--- config.mk ---
export PLATFORM = sky130hd
export DESIGN_NAME = mvs_ctrl
export DESIGN_NICKNAME = d
export VERILOG_FILES = /design/src/hdl/mvs_pkg.sv /design/src/hdl/mvs_ctrl.sv
export SDC_FILE = /design/constraint.sdc
export NUM_CORES = 1
export LEC_CHECK = 0
export BUFFER_PORTS_ARGS = -buffer_cell sky130_fd_sc_hd__buf_2
export CAP_MARGIN = 20
export CELL_PAD_IN_SITES_DETAIL_PLACEMENT = 1
export CELL_PAD_IN_SITES_GLOBAL_PLACEMENT = 1
export CORE_AREA = 4 4 41 43
export DETAILED_ROUTE_END_ITERATION = 8
export DIE_AREA = 0 0 45 47
export PLACE_DENSITY = 0.72
export SKIP_LAST_GASP = 1
export SYNTH_ARGS = -nofsm -noshare
export SYNTH_HDL_FRONTEND = slang
export SYNTH_SLANG_ARGS = --single-unit
--- constraint.sdc ---
create_clock -name clk -period 2.55 [get_ports clk]
set_input_delay 0 -clock clk [delete_from_list [all_inputs] [get_ports clk]]
set_output_delay 0 -clock clk [all_outputs]
set_load 0.01 [all_outputs]
--- src/hdl/mvs_pkg.sv ---
// ----------------------------------------------------------------------------
// mvs_pkg
// Shared widths, controller states and command/status types for the
// mean / variance / standard deviation core.
// ----------------------------------------------------------------------------
package mvs_pkg;

	// sample format and set size
	localparam int SAMPLE_BITS = 16;
	localparam int MAX_SAMPLES = 4096;

	// accumulator widths
	localparam int CNT_W = $clog2(MAX_SAMPLES + 1);
	localparam int SQR_W = 2 * SAMPLE_BITS - 1;
	localparam int SUM_W = SAMPLE_BITS + $clog2(MAX_SAMPLES);
	localparam int SQS_W = SQR_W + $clog2(MAX_SAMPLES) + 1;
	localparam int MAG_W = SUM_W;

	// finishing arithmetic widths
	localparam int QLO_W = 22;
	localparam int QHI_W = SQS_W - QLO_W;
	localparam int PLO_W = CNT_W + QLO_W;
	localparam int PHI_W = CNT_W + QHI_W;
	localparam int MSQ_W = 2 * MAG_W;
	localparam int D_W   = CNT_W + SQS_W - 1;
	localparam int NN_W  = 2 * CNT_W - 1;

	// divider widths
	localparam int DVD_W = D_W + 16;
	localparam int DVS_W = NN_W;
	localparam int QUO_W = 47;
	localparam int DCNT_W = $clog2(DVD_W);

	// square root widths
	localparam int RAD_W  = 48;
	localparam int ROOT_W = RAD_W / 2;
	localparam int SREM_W = ROOT_W + 2;
	localparam int SCNT_W = $clog2(ROOT_W);

	// result widths
	localparam int TOTAL_W = 28;
	localparam int MEAN_W  = 24;
	localparam int VAR_W   = 39;
	localparam int STD_W   = 24;

	// controller states
	typedef enum logic [3:0] {
		ST_IDLE,
		ST_WAIT,
		ST_MAG,
		ST_MUL1,
		ST_MUL2,
		ST_NQ,
		ST_DIFF,
		ST_DIVM_GO,
		ST_DIVM,
		ST_DIVV_GO,
		ST_DIVV,
		ST_SQRT_GO,
		ST_SQRT
	} state_t;

	// controller to datapath
	typedef struct packed {
		logic take;
		logic mag_en;
		logic mul1_en;
		logic mul2_en;
		logic nq_en;
		logic diff_en;
		logic divm_go;
		logic mean_en;
		logic divv_go;
		logic var_en;
		logic sqrt_go;
		logic load_out;
	} cmd_t;

	// datapath to controller
	typedef struct packed {
		logic div_done;
		logic sqrt_done;
	} sts_t;

endpackage

--- src/hdl/mvs_ctrl.sv ---
// ----------------------------------------------------------------------------
// mvs_ctrl
// Sequencer for the mean / variance / standard deviation core: accepts
// samples while idle and steps the datapath through the finishing math.
// ----------------------------------------------------------------------------
module mvs_ctrl
	import mvs_pkg::*;
(
	input  logic clk,
	input  logic arst_n,
	input  logic start,
	input  logic last,
	input  sts_t sts,
	output cmd_t cmd,
	output logic busy
);

	state_t state_q;
	state_t state_d;

	// state register
	always_ff @(posedge clk or negedge arst_n) begin
		if (!arst_n) begin
			state_q <= ST_IDLE;
		end else begin
			state_q <= state_d;
		end
	end

	// next state and commands
	always_comb begin
		state_d = state_q;
		cmd     = '0;
		busy    = 1'b1;
		unique case (state_q)
			ST_IDLE: begin
				busy     = 1'b0;
				cmd.take = start;
				if (start && last) begin
					state_d = ST_WAIT;
				end
			end
			ST_WAIT: begin
				state_d = ST_MAG;
			end
			ST_MAG: begin
				cmd.mag_en = 1'b1;
				state_d    = ST_MUL1;
			end
			ST_MUL1: begin
				cmd.mul1_en = 1'b1;
				state_d     = ST_MUL2;
			end
			ST_MUL2: begin
				cmd.mul2_en = 1'b1;
				state_d     = ST_NQ;
			end
			ST_NQ: begin
				cmd.nq_en = 1'b1;
				state_d   = ST_DIFF;
			end
			ST_DIFF: begin
				cmd.diff_en = 1'b1;
				state_d     = ST_DIVM_GO;
			end
			ST_DIVM_GO: begin
				cmd.divm_go = 1'b1;
				state_d     = ST_DIVM;
			end
			ST_DIVM: begin
				if (sts.div_done) begin
					cmd.mean_en = 1'b1;
					state_d     = ST_DIVV_GO;
				end
			end
			ST_DIVV_GO: begin
				cmd.divv_go = 1'b1;
				state_d     = ST_DIVV;
			end
			ST_DIVV: begin
				if (sts.div_done) begin
					cmd.var_en = 1'b1;
					state_d    = ST_SQRT_GO;
				end
			end
			ST_SQRT_GO: begin
				cmd.sqrt_go = 1'b1;
				state_d     = ST_SQRT;
			end
			ST_SQRT: begin
				if (sts.sqrt_done) begin
					cmd.load_out = 1'b1;
					state_d      = ST_IDLE;
				end
			end
			default: begin
				state_d = ST_IDLE;
			end
		endcase
	end

endmodule

# Word-level counts from Yosys, hierarchy flattened
# Cells that the tools add are included.
[totals] wordCells=40 ff_bits=4 inputBits=6
[classes] muxes=20 n_reduce_logical=3 n_eq_ne=16
[ops] cell="case mux 4 bit (13 select lines)" n=1
[ops] cell="== test 4 bit, second input constant" n=5
[ops] cell="== test 4 x 3 -> 1 bit, second input constant" n=4
[ops] cell="2-to-1 mux 4 bit" n=4
[ops] cell="2-to-1 mux 1 bit" n=15
[ops] cell="== test 4 x 2 -> 1 bit, second input constant" n=2
[ops] cell="inequality test 2 bit, second input constant" n=4
[ops] cell="== test 4 x 1 -> 1 bit, second input constant" n=1
[ops] cell="logical NOT 4 bit" n=1
[ops] cell="AND reduction 4 bit" n=1
[ops] cell="logical AND 1 bit" n=1

# Logic depth before layout (Yosys ltp)
# Gate-level depths: netlist of run 1.
[logic_depth] depth_word=3 mapped_depth=3 mapped_depth_nobuf=2

# Worst setup path before layout of run 1
# OpenSTA, ideal clock, no wires.
[synth_path] kind="register to register" start="register state_q[1]" end="register state_q[3]" slack_ns=1.395 setup_ns=0.080 arrival_ns=1.074 synth_period_minus_slack_ns=1.155 stages_incl_launch_ff=4 cell_sequence="dfrtp_1 > buf_6 > or4b_4 > o211ai_2"
[synth_via] elab_chain_cells=3 elab_cells_between_ends=19 classes_between="eq/ne (16); mux (1); reduce/logical (2)"
[synth_lines] element="start: declaration" line="mvs_ctrl.sv:18" source="state_t state_q;"
[synth_lines] element="start signal: assignment" line="mvs_ctrl.sv:26" source="state_q <= state_d;"
[synth_lines] element="== test 4 bit / logical NOT 4 bit (equally long branches)" line="mvs_ctrl.sv:35" source="unique case (state_q)"
[synth_lines] element="inequality test 2 bit (no source line)"
[synth_lines] element="AND reduction 4 bit (no source line)"
# Parallel ways exist; a longest one is shown, timed or not.
# A chain may end at the register's enable or synchronous reset.

==> flow_metrics.tcl, run 1 <==
set metrics [dict create \
    drive_gt1_share_pct 41.4 \
    finalNonFillerCells 73 \
    start_util_pct 25.1 \
    slew_viol_final 0 \
    via_per_inst 4.90 \
    grt_pass1_vias 339 \
    finalNetCount 66 \
    cp_max_fo 12 \
    core_area_um2 1300 \
    hold_violations 0 \
    syn2layout_area_growth_pct 35.2 \
    cp-end-kind "output port" \
    cts_tree "done" \
    synth_nets 46 \
    timing.final.ws_setup_ns 1.15 \
    crit_chain "nor4_2 -> and2_1 -> buf_2" \
    p_total_uw 500 \
    design_area_um2 442 \
    fin_skew_ns 0.00709 \
    ys_warn_count 0 \
    grt_start_max_net_pins 13 \
    syn_inst 40 \
    dpl.hpwl_um 746 \
    gr-total-overflow 0 \
    r2r_start "state_q[0]" \
    r2r_end "state_q[3]" \
    critPathLaunch "state_q[0]" \
    cts_resized 0 \
    synth_area_leaders "dfrtp_1, nand2b_1, nor2_1" \
    maxCapViolCount 0 \
    p_int_uw 262 \
    grt_first_pass_wirelength_um 1570 \
    cts_buffer_depth 2 \
    portBuffers 18 \
    dr.max_layer_used "met3" \
    num_rows 13 \
    syn_area_um2 327 \
    reg_top3 "state_q (4)" \
    post-route-util_pct 33.9 \
    antenna_found_initial 0 \
    avgSynthCellArea_um2 8.16 \
    setup_tns_ns 0 \
    synth_top_area_cell "dfrtp_1" \
    run_status "completed" \
    dp_cells 69 \
    routedWlPerCell_um 12.8 \
    clockPowerShare_pct 16.5 \
    timing.fmax_ghz 0.713 \
    cts_max_level 1 \
    pwr-share-seq_pct 35.4 \
    die_area_um2 2120 \
    ant_nets 0 \
    ir_drop_uv 378 \
    comb_power_share_pct 48.2 \
    criticalPathCategory "reg2out" \
    fp.dieW_um 45 \
    worst_pin_slew_ns 0.364 \
    cp-endpoint "cmd[11]" \
    drtIter0Drc 7 \
    clock_latency_ns 0.23 \
    numCtsBuffers 3 \
    routed_wl_um 938 \
    slew_headroom_pct 75.8 \
    ys_seq_elements 4 \
    dr_wl_met3_um 73 \
    critPathMaxStageDelay_ns 0.50 \
    fin_crit_ns 1.40 \
    critPathArrivalTime_ns 1.40 \
    reg2reg_setup_slack_ns 1.34 \
    largest_register_ffs 4 \
    cts_root_buffer "clkbuf_4" \
    rsz0062_at_grt "false" \
    drt_first_pass_iters 3 \
    drc_errors 0 \
    cts.clk_slew.worst_paths_ns 0.04 \
    postCtsSetupRepairBufs 0 \
    hold_ws_ns 0.0301 \
    yosysSeqAreaShare_pct 30.7 \
    wl_met1_um 416 \
    vias 358 \
    r2r_cells 2 \
    detailedPlace.worstSlack_ns 1.33 \
    diodes 0 \
    hold_buffers 1 \
    leakage_nw 0.230 \
    p_sw_share_pct 47.6 \
    hp-class "in2reg" \
    gp_congestion 0.698 \
    cpMaxStageDelayCell "dfrtp_1" \
    top_register "state_q" \
    setup_viol 0 \
    dpl_cell_area_um2 409 \
    boundaryPins 19 \
    cts_num_sinks 4 \
    p_per_area_nw_per_um2 1130 \
    p_switching_uw 238 \
    period_share_pct 55.0 \
    dieHeight_um 47 \
    netlist.area_leader.share_pct 30.7 \
    synth_cell_types 20 \
    met2WireLength_um 448 \
    nFillCells 171 \
    cp.required_ns 2.55 \
    grt_usage_pct 10.1 \
    start_kind "flop" \
]
-- worst min-delay path by stage --
stage	end	depth (start not counted)	startpoint	slack, ns
floorplan	state_q[0]	0	arst_n	-0.30
global placement	state_q[1]	1	arst_n	-0.18
detailed placement	state_q[1]	1	arst_n	-0.18
CTS	state_q[0]	3	last	0.04
global route	state_q[0]	3	last	0.07
finish	state_q[0]	3	last	0.03
-- power groups by stage --
stage	Combinational (mW)	Sequential, mW	Clock [mW]
detailed placement	0.243	0.178	0
finish	0.241	0.177	0.0823
CTS	0.247	0.176	0.0828
global placement	0.240	0.172	0
floorplan	0.251	0.105	0
global route	0.269	0.188	0.0871
-- kinds of logic (layout without fill, tap and decap cells) --
| kind of cell | after synthesis | in the layout | synth area share [%] |
|---|---|---|---|
| simple gates | 24 | 24 | 44.4 |
| buf+inv | 7 | 25 | 11.5 |
| compound gates | 5 | 5 | 13.4 |
| flops | 4 | 4 | 30.7 |
-- synth_stat cells --
| cell type | count |
|---|---|
| a22oi_1 | 1 |
| inv_1 | 3 |
| a311o_1 | 1 |
| buf_6 | 1 |
| nor3_1 | 4 |
| or4b_4 | 1 |
| nor3b_1 | 1 |
| nand2b_1 | 5 |
| a221oi_1 | 1 |
| and2_1 | 1 |
| nor2_1 | 6 |
| buf_2 | 3 |
| and3b_1 | 1 |
| o21ai_0 | 1 |
| and4_1 | 1 |
| dfrtp_1 | 4 |
| nand2_1 | 2 |
| nor4_1 | 1 |
| nor4_2 | 1 |
| o211ai_2 | 1 |
-- cell usage in the layout (no fill, tap or decap) --
master and n:
a311o_1 1, o21ai_0 1, nor2_1 6, and2_1 1
dfrtp_1 4, and4_1 1, nand2b_1 5, a22oi_1 1
dlygate4sd3_1 1, a221oi_1 1, nor3b_1 1, inv_1 3
nand2_1 2, or4b_4 1, o211ai_2 1, buf_2 18
nor4_1 1, and3b_1 1, clkbuf_4 3, nor4_2 1
nor3_1 4
-- worst max-delay path, delay by kind of cell, from the launching register on --
| kind | cells | cell delay, ns |
|---|---|---|
| simple gates | 2 | 0.55 |
| flops | 1 | 0.50 |
| buf+inv | 1 | 0.12 |
-- metal layers --
layer	track usage, %	up-vias
met5	0	-
met4	3.51	0
met3	2.68	0
met2	16.4	12
met1	12.8	171
li1	-	175
-- layout make-up --
cell class / count / area (um^2) / share of cell area [%]
clock buffer: 3 / 22.5 / 5.10
inverter: 3 / 11.3 / 2.55
multi-input combinational: 29 / 189 / 42.8
sequential: 4 / 100 / 22.7
tap: 15 / 18.8 / 4.25
timing repair buffer: 19 / 100 / 22.7
Note: power is estimated with default switching activity, not from simulation.
==> inputs of run 2 (changes only) <==
--- a/config.mk
+++ b/config.mk
@@ -5,14 +5,15 @@
 export SDC_FILE = /design/constraint.sdc
 export NUM_CORES = 1
 export LEC_CHECK = 0
+export ABC_AREA = 1
 export BUFFER_PORTS_ARGS = -buffer_cell sky130_fd_sc_hd__buf_2
 export CAP_MARGIN = 20
 export CELL_PAD_IN_SITES_DETAIL_PLACEMENT = 1
 export CELL_PAD_IN_SITES_GLOBAL_PLACEMENT = 1
-export CORE_AREA = 4 4 41 43
+export CORE_MARGIN = 4
+export CORE_UTILIZATION = 25
 export DETAILED_ROUTE_END_ITERATION = 8
-export DIE_AREA = 0 0 45 47
-export PLACE_DENSITY = 0.72
+export PLACE_DENSITY = 0.76
 export SKIP_LAST_GASP = 1
 export SYNTH_ARGS = -nofsm -noshare
 export SYNTH_HDL_FRONTEND = slang
==> constraint.sdc (replaced) <==
create_clock -name clk -period 1.3 [get_ports clk]
set_input_delay 0 -clock clk [delete_from_list [all_inputs] [get_ports clk]]
set_output_delay 0 -clock clk [all_outputs]
set_load 0.01 [all_outputs]
==> run 2 against run 1 <==
Effect of this change:
- sequential power up 80%
- largest power group unchanged
- register-to-register slack got worse by 1.2 ns
- worst hold slack gained 0.068 ns
- sequential cell count unchanged
- power is 120% higher
- sequential share of layout area shrank 1.9 points
- area after synthesis grew 3.8%
- die area is 5.0% lower
==> flow_metrics.tcl, run 2 <==
set metrics [dict create \
    via_per_inst 4.56 \
    synth_compound_area_share_pct 2.95 \
    hold_violations 0 \
    cp-end-kind "output port" \
    critPathMaxStageDelay_ns 0.41 \
    timing.fmax_ghz 0.819 \
    synth-simple-area-share_pct 53.1 \
    clock_latency_ns 0.23 \
    largest_register_ffs 4 \
    dp_cells 86 \
    synthAdderAreaFrac_pct 0 \
    gr-total-overflow 0 \
    ys.flop_type "dfrtp_1" \
    netlist.area_leader.share_pct 29.5 \
    gp_congestion 0.756 \
    core_area_um2 1280 \
    vias 410 \
    num_rows 13 \
    synth_nets 60 \
    yosysSeqAreaShare_pct 29.5 \
    hp-class "in2async" \
    final_common_cell "buf_2" \
    synth_xor_area_share_pct 0 \
    detailedPlace.worstSlack_ns 0.0830 \
    drt_first_pass_iters 4 \
    grt_first_pass_wirelength_um 1660 \
    leakage_nw 0.273 \
    fin_skew_ns 0.00550 \
    finalNetCount 83 \
    ir_drop_uv 696 \
    numCtsBuffers 3 \
    cp_max_fo 5 \
    avgSynthCellArea_um2 6.28 \
    synth_area_leaders "dfrtp_1, nor2_1, nand2_1" \
    cts_max_level 1 \
    yosysMostFrequentCell "nor2_1" \
    syn2layout_area_growth_pct 45.4 \
    grt_pass1_vias 376 \
    die_area_um2 2010 \
    boundaryPins 19 \
    path_buf_inv 3 \
    rsz0062_at_grt "false" \
    critPathArrivalTime_ns 1.22 \
    cts_buffer_depth 2 \
    portBuffers 18 \
    drc_errors 0 \
    cpLargestDelayFamily "flip-flops" \
    drtIter0Drc 5 \
    diodes 0 \
    period_share_pct 94.0 \
    netlist_top_cells_count "nor2_1, nand2_1, inv_1" \
    async_reset_ff_share_pct 100 \
    slew_headroom_pct 85.8 \
    cts_num_sinks 4 \
    cts_root_buffer "clkbuf_4" \
    postCtsSetupRepairBufs 0 \
    routedWlPerCell_um 11.9 \
    final_cell_mix "buf_2, nor2_1, nand2_1, inv_1" \
    syn_area_um2 339 \
    dpl.hpwl_um 881 \
    dieHeight_um 44.8 \
    finalNonFillerCells 90 \
    cts_tree "done" \
    setup_tns_ns 0 \
    slew_viol_final 0 \
    fin_crit_ns 1.22 \
    ant_nets 0 \
    crit_top_cell "inv_2" \
    criticalPathCategory "reg2out" \
    ys_seq_elements 4 \
    p_per_area_nw_per_um2 2200 \
    start_util_pct 26.4 \
    worst_pin_slew_ns 0.211 \
    routed_wl_um 1070 \
    timing.final.ws_setup_ns 0.0786 \
    reg_top3 "state_q (4)" \
    ys_warn_count 0 \
    cts.clk_slew.worst_paths_ns 0.04 \
    grt_usage_pct 12.1 \
    fp.dieW_um 44.8 \
    start_kind "flop" \
    synth.mux.area_fraction_pct 0 \
    maxCapViolCount 0 \
    cp.required_ns 1.30 \
    top_register "state_q" \
    antenna_found_initial 0 \
    grt_start_max_net_pins 9 \
    synth_top_area_cell "dfrtp_1" \
    syn_inst 54 \
    crit_chain "inv_2 -> nor2_4 -> inv_2 -> nor3_1 -> buf_2" \
    setup_viol 0 \
    cpMaxStageDelayCell "dfrtp_1" \
    synth_edf_count 0 \
    run_status "completed" \
    synth_top_family_by_area "simple AND/OR/NAND/NOR gates" \
    drive_gt1_share_pct 50.7 \
    synth_cell_types 16 \
]
## run 2: changes by cell type in the layout (fill, tap and decap cells not counted), sizes merged, moves of 4 or more
cell	delta
inv	+6
nand2b	-5
nand2	+9
nor2	+8
nand3	+4
## run 2: where the power goes
group | switching, mW | internal [mW] | total [mW]
registers | 0.127 | 0.191 | 0.318
clock network | 0.0471 | 0.103 | 0.150
logic | 0.380 | 0.238 | 0.617
total | 0.554 | 0.531 | 1.09
## run 2: worst paths after layout
check / from / end / slack (ns) / cells after the start
hold / removal: arst_n / state_q[3] / 0.1 / 2
setup / recovery: state_q[3] / cmd[2] / 0.08 / 5
hold reg to reg: state_q[3] / state_q[3] / 0.58 / 2
setup reg to reg: state_q[1] / state_q[3] / 0.13 / 6
max in group asynchronous: arst_n / state_q[0] / 1.07 / 2
min in group clk: sts[0] / state_q[2] / 0.13 / 4
## run 2: final cells by class
| type | count | area, um^2 |
|---|---|---|
| repair buffers | 19 | 100 |
| clock buffers | 3 | 22.5 |
| multi-input cells | 39 | 211 |
| flip-flops and latches | 4 | 103 |
| inverters | 10 | 37.5 |
| fillers | 176 | 792 |
| well taps | 15 | 18.8 |
## run 2: repair_timing
action                                  4_1_cts  5_1_grt
endpoints found under the hold margin         4        0
resized for setup                             0        8
endpoints found under the setup margin        0        8
hold buffers                                  1        0
## run 2: cell families after synthesis
family	count (synthesis)
compound gates	2
buf+inv	11
flops	4
simple gates	37
## run 2: through the flow
stage               utilization [%]  power (mW)  hold slack [ns]  cell area (um^2)
finish                         38.4        1.09           0.0980               493
global route                   38.4        1.21           0.0931               493
CTS                            36.5        1.05           0.0881               469
detailed placement             34.0       0.886           -0.193               437
global placement               34.0       0.862           -0.194               437
floorplan                         -       0.714           -0.296               339
## run 2: worst reg2reg max path, stage by stage, from the launching register on
cell	delay [ns]
dfrtp_2	0.46
nor2_4	0.18
nand3_1	0.15
nand2_2	0.14
nor2_2	0.04
nand2_1	0.05
nand2_1	0.05
## run 2: metal layers
metal	track usage, %	wire length (um)
met1	13.9	456
met3	3.98	83
met2	19.5	528
met4	7.02	6
met5	0	0
